## config.mk

```make
export PLATFORM = sky130hd
export DESIGN_NAME = geq_ram
export DESIGN_NICKNAME = d
export VERILOG_FILES = /design/src/hdl/geq_ram.sv
export SDC_FILE = /design/constraint.sdc
export NUM_CORES = 2
export LEC_CHECK = 0
export ABC_AREA = 1
export BUFFER_PORTS_ARGS = -buffer_cell sky130_fd_sc_hd__buf_4
export CORE_MARGIN = 8
export CORE_UTILIZATION = 50
export DETAILED_ROUTE_END_ITERATION = 6
export GPL_TIMING_DRIVEN = 1
export MAX_ROUTING_LAYER = met4
export PLACE_DENSITY = 0.76
export SYNTH_ARGS = -nofsm -noshare
export SYNTH_HDL_FRONTEND = slang
export SYNTH_SLANG_ARGS = --single-unit
```

## constraint.sdc

```tcl
create_clock -name i_clk -period 9.09 [get_ports i_clk]
set_input_delay 2.727 -clock i_clk [delete_from_list [all_inputs] [get_ports i_clk]]
set_output_delay 2.727 -clock i_clk [all_outputs]
set_load 0.02 [all_outputs]
```

## src/hdl/geq_ram.sv

```systemverilog
`default_nettype none
module geq_ram #(
    parameter int W     = 32,
    parameter int DEPTH = 64
) (
    input  wire logic                     i_clk,
    input  wire logic                     i_we,
    input  wire logic [$clog2(DEPTH)-1:0] i_waddr,
    input  wire logic [W-1:0]             i_wdata,
    input  wire logic [$clog2(DEPTH)-1:0] i_raddr,
    output logic      [W-1:0]             o_rdata
);
    logic [W-1:0] r_mem [DEPTH];

    always_ff @(posedge i_clk) begin
        if (i_we) begin
            r_mem[i_waddr] <= i_wdata;
        end
        o_rdata <= r_mem[i_raddr];
    end
endmodule
`default_nettype wire

```

Word level (Yosys, flattened, before mapping). Memory sizes are Yosys's and may differ from the RTL's. A register that Yosys moved wholly into a read port is not among the register bits. Cells that the tools add are included.

Register bits after elaboration: 0. Memory bits (writable): 2048. Input port bits: 46. Output and inout port bits: 32. Logic and storage cells: 3. Memories kept: 1.

Memory list: r_mem (depth 64, bits a word 32, rd ports 1, clocked after Yosys merged registers in 1, write ports 1, line 13) `logic [W-1:0] r_mem [DEPTH];`.

Multiplexer cells: 2.

Operators with widths (count): 2-to-1 mux 1 bit (2).

Longest topological paths before layout.
Depth after elaboration: 2. Depth in mapped cells: 13. Mapped depth without buffers: 9.

Worst setup path after synthesis. OpenSTA, ideal clock, no wires.

Path type: input port to flip-flop. From: input port i_we. To: memory r_mem[48][0], enable pin. Data arrival time: 6.355 ns. Slack: 2.233 ns. Stages: 3. Buffers on the path: 1. Cell sequence: clkbuf_1 -> nand4_1 -> nor4_1.

Word-level cells in the longest chain between the ends: 2.

Ends and longest elaborated chain: start, declared (line 7) `input wire logic i_we,`; 2-to-1 mux 1 bit (line 16) `if (i_we) begin`; 2-to-1 mux 1 bit (not written as such) (line 17) `r_mem[i_waddr] <= i_wdata;`; end, declared (line 13).

No other way between the ends.

==> results_dict.tcl <==
set metrics [dict create \
    finalSetupViolCount 0 \
    r2r_cells 8 \
    track_usage 0.261 \
    drv_cap 0 \
    r2r_slack_ps 7260 \
    min_from "r_mem[36][19]$_DFFE_PP_" \
    post-cts-setup-buffers 0 \
    firstDrtPassIters 7 \
    syn_nets 6815 \
    clk_path_buf_depth 3 \
    numClockSinks 2080 \
    yosys.area.top_type "edfxtp_1" \
    wl_microns 235000 \
    antenna_found_initial 14 \
    slowest_stage "clkinv_8" \
    ys_ff_latch 2080 \
    synth_cell_types 16 \
    regArea_sq_mm 0.0621 \
    htreeDepth 4 \
    place.gp.congestion 0.883 \
    clk_latency_ps 830 \
    grt_pass1_wl_microns 340000 \
    ys.flop_type "edfxtp_1" \
    grt_pass1_vias 53000 \
    power_density_mw_per_mm2 217 \
    worstPathCellList "buf_8, clkinv_8, buf_4, nand3_1, nand2_1, nand2_1, nand3_1, nand3_1, nand2_1" \
    synth_edf_count 2048 \
    drt_iter0_markers 8885 \
    peakVddDrop_mv 0.179 \
    outcome "finished with violations" \
    cts.clk_slew.worst_paths_ps 60 \
    cts_hold_buf 0 \
    crit_type "input pin to flop" \
    dr_total_vias 55400 \
    hold_viol_final 0 \
    finalCritPeriodShare 0.587 \
    required_ps 9790 \
    drc 1 \
    fillers 12600 \
    grt_max_degree 245 \
    hold_end "o_rdata[19]$_DFF_P_" \
    ant_nets 0 \
    end_kind "flop" \
    cpPeakStageDelay_ps 860 \
    crit_fanout 136 \
    synth_common_cells "nand2_1 (2248), edfxtp_1 (2048), nand3_1 (1907), buf_2 (282), clkbuf_1 (77)" \
    hold_path.class "flop to flop" \
    synthArstFlopShare 0 \
    area_growth_pct 10.5 \
    min_period_ps 5340 \
    yosys_warnings 0 \
    final_util 0.556 \
    rsz0062_at_grt "no" \
    die_h_microns 423 \
    design.die.area_sq_mm 0.179 \
    fin_skew_ps 27.5 \
    cts_root_buffer "clkbuf_16" \
    start_kind "input pin" \
    syn-cell-area_sq_mm 0.0827 \
    finalSetupTns_ps 0 \
    cts_resized 0 \
    worst_hold_slack_ps 829 \
    core_area_sq_mm 0.165 \
    syn_inst 6769 \
    yosysMostFrequentCell "nand2_1" \
    vias_per_cell 6.11 \
    start_util 0.503 \
    wl_per_cell_microns 25.9 \
    cts_tree "built" \
    avgSynthCellArea_sq_um 12.2 \
    min_path_cells 8 \
    slew_headroom 0.229 \
    r2r_start "r_mem[49][23]$_DFFE_PP_" \
    rr_endpoint "o_rdata[23]$_DFF_P_" \
    synth_top_area_frac 0.743 \
    drv_slew 0 \
    tightestPinTransition_ps 1160 \
    port_buffers 77 \
    row_count 149 \
    numCtsBuffers 192 \
    finalNetCount 6741 \
    hpwlAfterDp_microns 115000 \
    fmax_ghz 0.187 \
    synth.area.top_cells "edfxtp_1 (74%), nand3_1 (12%), nand2_1 (10%), buf_2 (1.7%), dfxtp_1 (0.77%)" \
    die_w_microns 423 \
    drive_above_1_share 0.0778 \
    leakage_nw 31.9 \
    pin_count 78 \
    synth-seq-area-share 0.751 \
    grt_overflow 0 \
    crit_arrival_ps 6030 \
    multi_input_area_sq_mm 0.0188 \
    violations "DRC" \
]
## layer usage
metal,wire length (microns),track usage,vias up
met5,0,-,-
li1,-,-,24000
met2,110000,0.405,3817
met1,81600,0.319,26800
met3,26500,0.0457,782
met4,16300,0.163,0
## area by class of cell
| cell class | count | share of cell area |
|---|---|---|
| diodes | 11 | 0.000301 |
| clock buffers | 242 | 0.0566 |
| clock inverters | 110 | 0.0108 |
| inverters | 12 | 0.000944 |
| multi-input cells | 4228 | 0.205 |
| flip-flops and latches | 2080 | 0.679 |
| well taps | 2189 | 0.0299 |
| repair buffers | 181 | 0.0168 |
## report_power, final
group | internal (W) | switching [W]
Clock | 0.00451 | 0.00347
Sequential | 0.0106 | 0.0000512
Combinational | 0.000280 | 0.000949
Total | 0.0154 | 0.00447
## logic make-up after synthesis
logic type             share of synthesized area
and+or+nand+nor                            0.221
buffers and inverters                     0.0278
DFF                                        0.751
## worst max path at each step
| stage | start | end | slack [ps] | cells after the start |
|---|---|---|---|---|
| 2_1_floorplan | i_we | r_mem[48][0]$_DFFE_PP_ | 2230 | 3 |
| 3_3_place_gp | i_raddr[2] | o_rdata[8]$_DFF_P_ | 3010 | 9 |
| 3_5_place_dp | i_raddr[2] | o_rdata[8]$_DFF_P_ | 3000 | 9 |
| 4_1_cts | i_raddr[2] | o_rdata[8]$_DFF_P_ | 3890 | 9 |
| 5_1_grt | i_raddr[0] | o_rdata[24]$_DFF_P_ | 3690 | 11 |
| 6_report | i_raddr[2] | o_rdata[8]$_DFF_P_ | 3750 | 9 |
## sequential cells by signal, summed over array words and instances, names as in the netlist
name and flops:
r_mem 2048, o_rdata 32
## worst max-delay path: cells and delay by family
kind | cells | cell delay, ps
simple gates | 6 | 1030
buf+inv | 3 | 2090
## cell usage in the layout, fill, tap and decap left out, types with 2 or more instances in the layout
cell type,n
buf_12,12
buf_4,165
buf_8,3
bufinv_16,17
clkbuf_1,37
clkbuf_16,197
clkbuf_8,8
clkinv_1,33
clkinv_2,47
clkinv_4,2
clkinvlp_4,5
dfxtp_1,32
diode_2,11
edfxtp_1,2048
inv_1,6
inv_16,2
inv_2,2
inv_6,6
nand2_1,2248
nand3_1,1907
nand4_1,9
nor2_4,56
nor4_2,8
## per-stage QoR
stage               power [W]  cell area, sq um  setup slack [ps]  std cells
floorplan              0.0115             82700              2230       6769
global placement       0.0120             85300              3010       8690
detailed placement     0.0121             85300              3000       8690
CTS                    0.0199             91400              3890       9042
global route           0.0203             91500              3690       9050
finish                 0.0199             91500              3750       9053
(Power assumes the default switching activity.)
