<file path="config.mk">
export PLATFORM = sky130hd
export DESIGN_NAME = geq_mac
export DESIGN_NICKNAME = d
export VERILOG_FILES = /design/src/hdl/geq_pkg.sv /design/src/hdl/geq_mac.sv
export SDC_FILE = /design/constraint.sdc
export NUM_CORES = 2
export LEC_CHECK = 0
export ABC_AREA = 0
export CORE_AREA = 5 5 357 359
export DETAILED_ROUTE_END_ITERATION = 10
export DIE_AREA = 0 0 362 364
export DONT_BUFFER_PORTS = 1
export MAX_ROUTING_LAYER = met4
export PLACE_DENSITY = 0.53
export SLEW_MARGIN = 20
export SYNTH_ARGS = -nofsm -noshare
export SYNTH_HDL_FRONTEND = slang
export SYNTH_SLANG_ARGS = --single-unit
</file>
<file path="constraint.sdc">
create_clock -name i_clk -period 11.5 [get_ports i_clk]
set_clock_uncertainty 0.15 [all_clocks]
set_input_delay 0.575 -clock i_clk [delete_from_list [all_inputs] [get_ports i_clk]]
set_output_delay 0.575 -clock i_clk [all_outputs]
set_load 0.05 [all_outputs]
</file>
<file path="src/hdl/geq_pkg.sv">
`default_nettype none
package geq_pkg;

    localparam int MAX_BANDS  = 31;
    localparam int HIST_FRAC  = 16;
    localparam int BAND_W     = $clog2(MAX_BANDS);
    localparam int TBL_DEPTH  = MAX_BANDS * 4;
    localparam int TBL_AW     = $clog2(TBL_DEPTH);
    localparam int HIST_DEPTH = MAX_BANDS * 6;   // band x channel x 3 slots
    localparam int HIST_AW    = $clog2(HIST_DEPTH);
    localparam int BANDS_LO   = (MAX_BANDS < 10) ? MAX_BANDS : 10;
    localparam int BANDS_HI   = (MAX_BANDS < 31) ? MAX_BANDS : 31;

    // table word codes
    localparam logic [1:0] W_ALPHA = 2'd0;
    localparam logic [1:0] W_BETA  = 2'd1;
    localparam logic [1:0] W_GAMMA = 2'd2;
    localparam logic [1:0] W_GAIN  = 2'd3;

    // config register indexes
    localparam logic CFG_BAND_MODE = 1'b0;
    localparam logic CFG_EXTRA     = 1'b1;

    // action codes
    localparam logic ACT_SAMPLE = 1'b0;
    localparam logic ACT_TABLE  = 1'b1;

    typedef struct packed {
        logic               action;
        logic signed [15:0] left_sample;
        logic signed [15:0] right_sample;
        logic               last_of_buffer;
        logic [4:0]         band_index;
        logic [1:0]         word_select;
        logic signed [31:0] word_value;
    } t_in_word;

    typedef struct packed {
        logic signed [15:0] left_out;
        logic signed [15:0] right_out;
        logic               last_of_buffer_out;
    } t_out_word;

    // MAC step controls
    typedef struct packed {
        logic mul_lo;   // low 24 bits of operand
        logic mul_hi;   // high 25 bits of operand
        logic fin;      // combine and round
    } t_mac_ctl;

    localparam logic signed [63:0] HIST_MAX = 64'sh0000_7FFF_FFFF_FFFF;
    localparam logic signed [63:0] HIST_MIN = -HIST_MAX - 64'sd1;
    localparam logic signed [63:0] ONE      = 64'sd1 <<< HIST_FRAC;
    localparam logic signed [63:0] OUT_LO   = -64'sd32768 * ONE;
    localparam logic signed [63:0] OUT_HI   = 64'sd32767 * ONE;
    localparam logic signed [63:0] HALF     = ONE >>> 1;

    function automatic logic signed [47:0] sat48(input logic signed [63:0] v);
        logic signed [47:0] r;
        if (v > HIST_MAX) begin
            r = HIST_MAX[47:0];
        end else if (v < HIST_MIN) begin
            r = HIST_MIN[47:0];
        end else begin
            r = v[47:0];
        end
        return r;
    endfunction

endpackage
`default_nettype wire

</file>
<file path="src/hdl/geq_mac.sv">
`default_nettype none
// round(coef * h / 2^28) half up, in two 32x25 multiplies plus a combine step
module geq_mac (
    input  wire logic                 i_clk,
    input  wire geq_pkg::t_mac_ctl    i_ctl,
    input  wire logic signed [31:0]   i_coef,
    input  wire logic signed [48:0]   i_h,
    output logic signed [53:0]        o_q
);
    import geq_pkg::*;

    logic signed [24:0] op;
    logic signed [56:0] prod;
    logic signed [56:0] r_mul;
    logic signed [56:0] r_prod;
    logic signed [81:0] full;

    assign op   = i_ctl.mul_lo ? $signed({1'b0, i_h[23:0]}) : $signed(i_h[48:24]);
    assign prod = i_coef * op;
    assign full = 82'(r_prod) + (82'(r_mul) <<< 24);

    always_ff @(posedge i_clk) begin
        if (i_ctl.mul_lo || i_ctl.mul_hi) begin
            r_mul <= prod;
        end
        if (i_ctl.mul_hi) begin
            r_prod <= r_mul + 57'sd134217728;   // + 2^27 rounding
        end
        if (i_ctl.fin) begin
            o_q <= full[81:28];
        end
    end
endmodule
`default_nettype wire

</file>
======== Word level (Yosys, flattened, before mapping) ========
Index checks and enable logic that the tools add are counted.
storage, ports and cells
  register bits after elaboration ......... 168
  bits of input ports ..................... 85
  output and inout bits ................... 54
  word-level logic and storage cells ...... 8
operators by class
  add/sub/neg operators ................... 2
  multiply operators ...................... 1
  muxes and demuxes ....................... 1
  reductions and logical operators ........ 1
operators by type and width
  cell                                                              count
  57-bit by 81-bit adder with 82-bit output                         1
  57-bit by 29-bit adder with 57-bit output, second input constant  1
  32-bit by 25-bit multiplier with 57-bit output                    1
  25-bit two-way mux                                                1
  1-bit logical OR                                                  1

======== Logic depth before layout (Yosys ltp) ========
  depth in word-level cells ............... 2
  gate-level depth with buffers ........... 30
  depth with buffers taken out ............ 27

======== Worst setup path after synthesis ========
Ideal clock, no wire load.
  kind .................................... input to register
  from .................................... input port i_ctl[2] in the netlist's numbering
  to ...................................... register r_mul[53], data pin
  setup time .............................. 0.264 ns
  arrival ................................. 8.007 ns
  required time ........................... 11.086 ns
  setup slack ............................. 3.079 ns
  stages on the path ...................... 27
  path buffers ............................ 3
  path through ............................ clkbuf_1 > buf_1 > mux2i_1 > clkbuf_1 > nor2b_1 > fa_1 > inv_1 > fa_1 > inv_1 > fa_1 > fa_1 > fa_1 > fa_1 > inv_1 > fa_1 > inv_1 > ha_1 > a21o_1 > a21oi_1 > o21bai_1 > a21o_1 > a21o_1 > a21oi_4 > o211a_1 > or4_1 > a31oi_1 > xor2_1
on the way
  longest elaborated chain between the ends .. 2
ends and longest elaborated chain
  element                                         RTL line       source
  start: declaration                              geq_mac.sv:5   input wire geq_pkg::t_mac_ctl i_ctl,
  25-bit two-way mux                              geq_mac.sv:18  assign op = i_ctl.mul_lo ? $signed({1'b0, i_h[23:0]}) : $signed(i_h[48:24]);
  32-bit by 25-bit multiplier with 57-bit output  geq_mac.sv:19  assign prod = i_coef * op;
  via prod[53]                                    geq_mac.sv:13  logic signed [56:0] prod;
  end signal: assignment                          geq_mac.sv:24  r_mul <= prod;
  end: declaration                                geq_mac.sv:14  logic signed [56:0] r_mul;
The timed path passes the listed nets, and every way through them passes these cells.
A chain may end at the register's enable or synchronous reset.

======== Worst setup path in the final report ========
  from .................................... input port i_ctl[2] in the netlist's numbering
  to ...................................... register r_mul[55], data pin
Same word-level chain as after synthesis.

==> summary.txt <==
Run status
  • Status: finished, final reports clean

Layout
  • Layout cell share with drive strength beyond 1: 2.61%
  • Fill cells: 12842
  • Seq. cell area: 4320 um2
  • Synth-to-Final Area Change: 6.01%
  • Fin nets: 4623
  • Area of the multi-input gates: 27900 um2

Drt
  • Mean routed wirelength per cell: 18.0 um
  • Routed via count: 23475
  • Routed met3 length: 3750 um
  • DR vias/cell: 4.55
  • Drt total wl: 92900 um
  • TritonRoute pass-1 iters: 5
  • Remaining DRCs: 0
  • Routed wire length on met2: 45600 um
  • ANT nets after route: 0
  • WL met1: 42000 um
  • Uppermost routed layer: met4
  • DR iter-0 viols: 1044

Run
  • Maxcap violations: 0

GRT
  • Initial antenna violation count: 3
  • Grt ovf: 0
  • Global-route wire length before repair: 152000 um
  • Largest net degree at the start of global routing: 58
  • GRT Util Overall: 15.0%
  • Vias in the first global route: 26373

Synth
  • Synthesized cell area: 35600 um2
  • Ys flop type: edfxtp_1
  • Cell taking the most area after synthesis: fa_1
  • Yosys cell types: 62
  • Post-synthesis register bit count: 144
  • Count leader, synth: fa_1
  • EDFF count, synth: 144
  • Synth area leaders: fa_1, edfxtp_1, inv_1
  • Seq/Total Area, Yosys: 12.1%
  • Async SR Flop Fraction: 0%
  • Mapped Nets: 4748
  • Synth top area share: 46.0%
  • Post-synth top cells: fa_1, inv_1, nand2_1
  • Avg Inst Size Synth: 9.81 um2
  • Yosys synthesis warning count: 0
  • Post-Syn Instances: 3632

Clock tree
  • Skew-Pair Late Insertion Delay: 0.44 ns
  • TritonCTS clock tree: done
  • CTS Sinks: 144
  • Clock Tree Root: clkbuf_16
  • Worst-path clk slew: 0.06 ns
  • CTS resizes: 0
  • CTS buffer count: 17
  • # hold bufs at CTS: 0
  • Deepest clock path buffer count: 2
  • Max H-tree Level: 4
  • Setup bufs post-CTS: 0

Floorplanning
  • Initial Utilization: 28.9%
  • Area of the core: 123000 um2
  • # IOs: 139
  • Std-Cell Rows: 129
  • DIE WIDTH: 362 um
  • Die height: 364 um
  • Full die area: 132000 um2

Timing
  • Final Hold Viols: 0
  • RSZ-0062 raised after global routing: no
  • Setup TNS: 0 ns
  • Worst-margin pin slew: 0.933 ns
  • Fin crit period: 8.34 ns
  • Max-slew violations: 0
  • Final Cycle Share: 72.6%
  • Max Clk Rate: 120 MHz
  • Slew margin rel.: 37.8%
  • Final setup fails: 0

Placement
  • DP HPWL: 77300 um
  • # port buffers: 0
  • GPL Wtd Cong: 0.841

Critical path
  • Setup crit end kind: flip-flop
  • CP arrival: 8.38 ns
  • CP max FO: 26
  • Critical path type: primary input to flip-flop
  • CP required: 11.53 ns
  • CP startpoint kind: primary input

Worst hold path
  • Worst hold path type: primary input to flip-flop
-- critical path: stages --
cell,delay [ns]
mux2i_4,0.73
buf_4,0.34
nor2b_1,0.09
fa_1,0.48
fa_1,0.55
inv_1,0.06
fa_1,0.53
inv_1,0.05
fa_1,0.50
fa_1,0.53
fa_1,0.49
inv_1,0.05
fa_1,0.48
inv_1,0.04
ha_1,0.35
a21oi_1,0.21
o21ai_1,0.11
a2111oi_0,0.47
o21bai_1,0.16
o2bb2ai_1,0.20
a211o_4,0.36
a21oi_4,0.22
o211ai_1,0.19
nand4_1,0.16
a21oi_1,0.07
or3b_1,0.35
-- kinds of logic after synthesis --
family	synth area share, %
XOR/XNOR	3.37
adder cells (fa/ha/maj)	53.4
AND/OR/NAND/NOR	15.2
buffers and inverters	9.87
AO/OA/AOI/OAI	5.23
flip-flops	12.1
multiplexers	0.800
-- flip-flops by register name, summed over array words and instances, names as in the netlist --
register and count:
o_q 54, r_prod 33, r_mul 57
-- cell usage in the layout, fill, tap and decap left out, types with 3 or more instances in the layout --
master,Yosys,layout
a211oi_1,4,4
a21o_1,53,53
a21oi_1,104,104
a31oi_1,9,9
and2_1,293,293
and3_1,17,17
and4_1,3,3
buf_4,0,6
clkbuf_16,0,17
clkinv_2,0,3
edfxtp_1,144,144
fa_1,819,818
ha_1,212,212
inv_1,787,787
inv_6,0,5
mux2_2,20,20
mux2i_4,0,4
nand2_1,419,419
nand2b_1,18,18
nand3_1,21,21
nand4_1,20,20
nor2_1,89,89
nor2b_1,139,139
nor3_1,16,16
o2111ai_1,4,4
o211ai_1,11,11
o21a_1,11,11
o21ai_0,43,43
o21ai_1,7,7
o21bai_1,16,16
or2_2,17,17
xnor2_1,103,103
xor2_1,34,34
-- metrics by stage --
stage	hold WS, ns	setup slack [ns]	cell area [um2]	util [%]	cells
finish	0.103	3.16	37800	30.6	5158
global route	0.0805	2.83	37800	30.6	5158
global placement	0.481	2.80	37200	30.2	5125
CTS	0.0758	3.21	37800	30.6	5157
detailed placement	0.468	2.76	37200	30.2	5125
floorplan	0.283	3.08	35600	-	3632
-- worst paths after layout --
| check | startpoint | endpoint | slack [ns] | cells past startpoint |
|---|---|---|---|---|
| worst min register to register | r_mul[24] | r_prod[24] | 0.48 | 0 |
| worst max register to register | r_prod[56] | o_q[46] | 7.63 | 12 |
| worst min-delay path | i_ctl[0] | o_q[14] | 0.10 | 0 |
| worst max-delay path | i_ctl[2] | r_mul[55] | 3.16 | 26 |
-- routing by layer --
metal,vias up,track usage (%)
met5,-,-
met4,0,2.79
met3,93,1.84
met2,441,25.4
met1,12307,19.5
li1,10634,-
-- final cells by class --
cell class | count | area share [%]
antenna | 1 | 0.00662
clock buffer | 18 | 1.14
clock inverter | 14 | 0.341
inverter | 787 | 7.82
multi-input combinational | 2551 | 73.7
sequential | 144 | 11.4
tap | 1637 | 5.42
timing repair buffer | 6 | 0.119
Power is left out: the tool's default activity adds up to more than one toggle a clock period on the data nets, which glitch-free logic cannot reach.
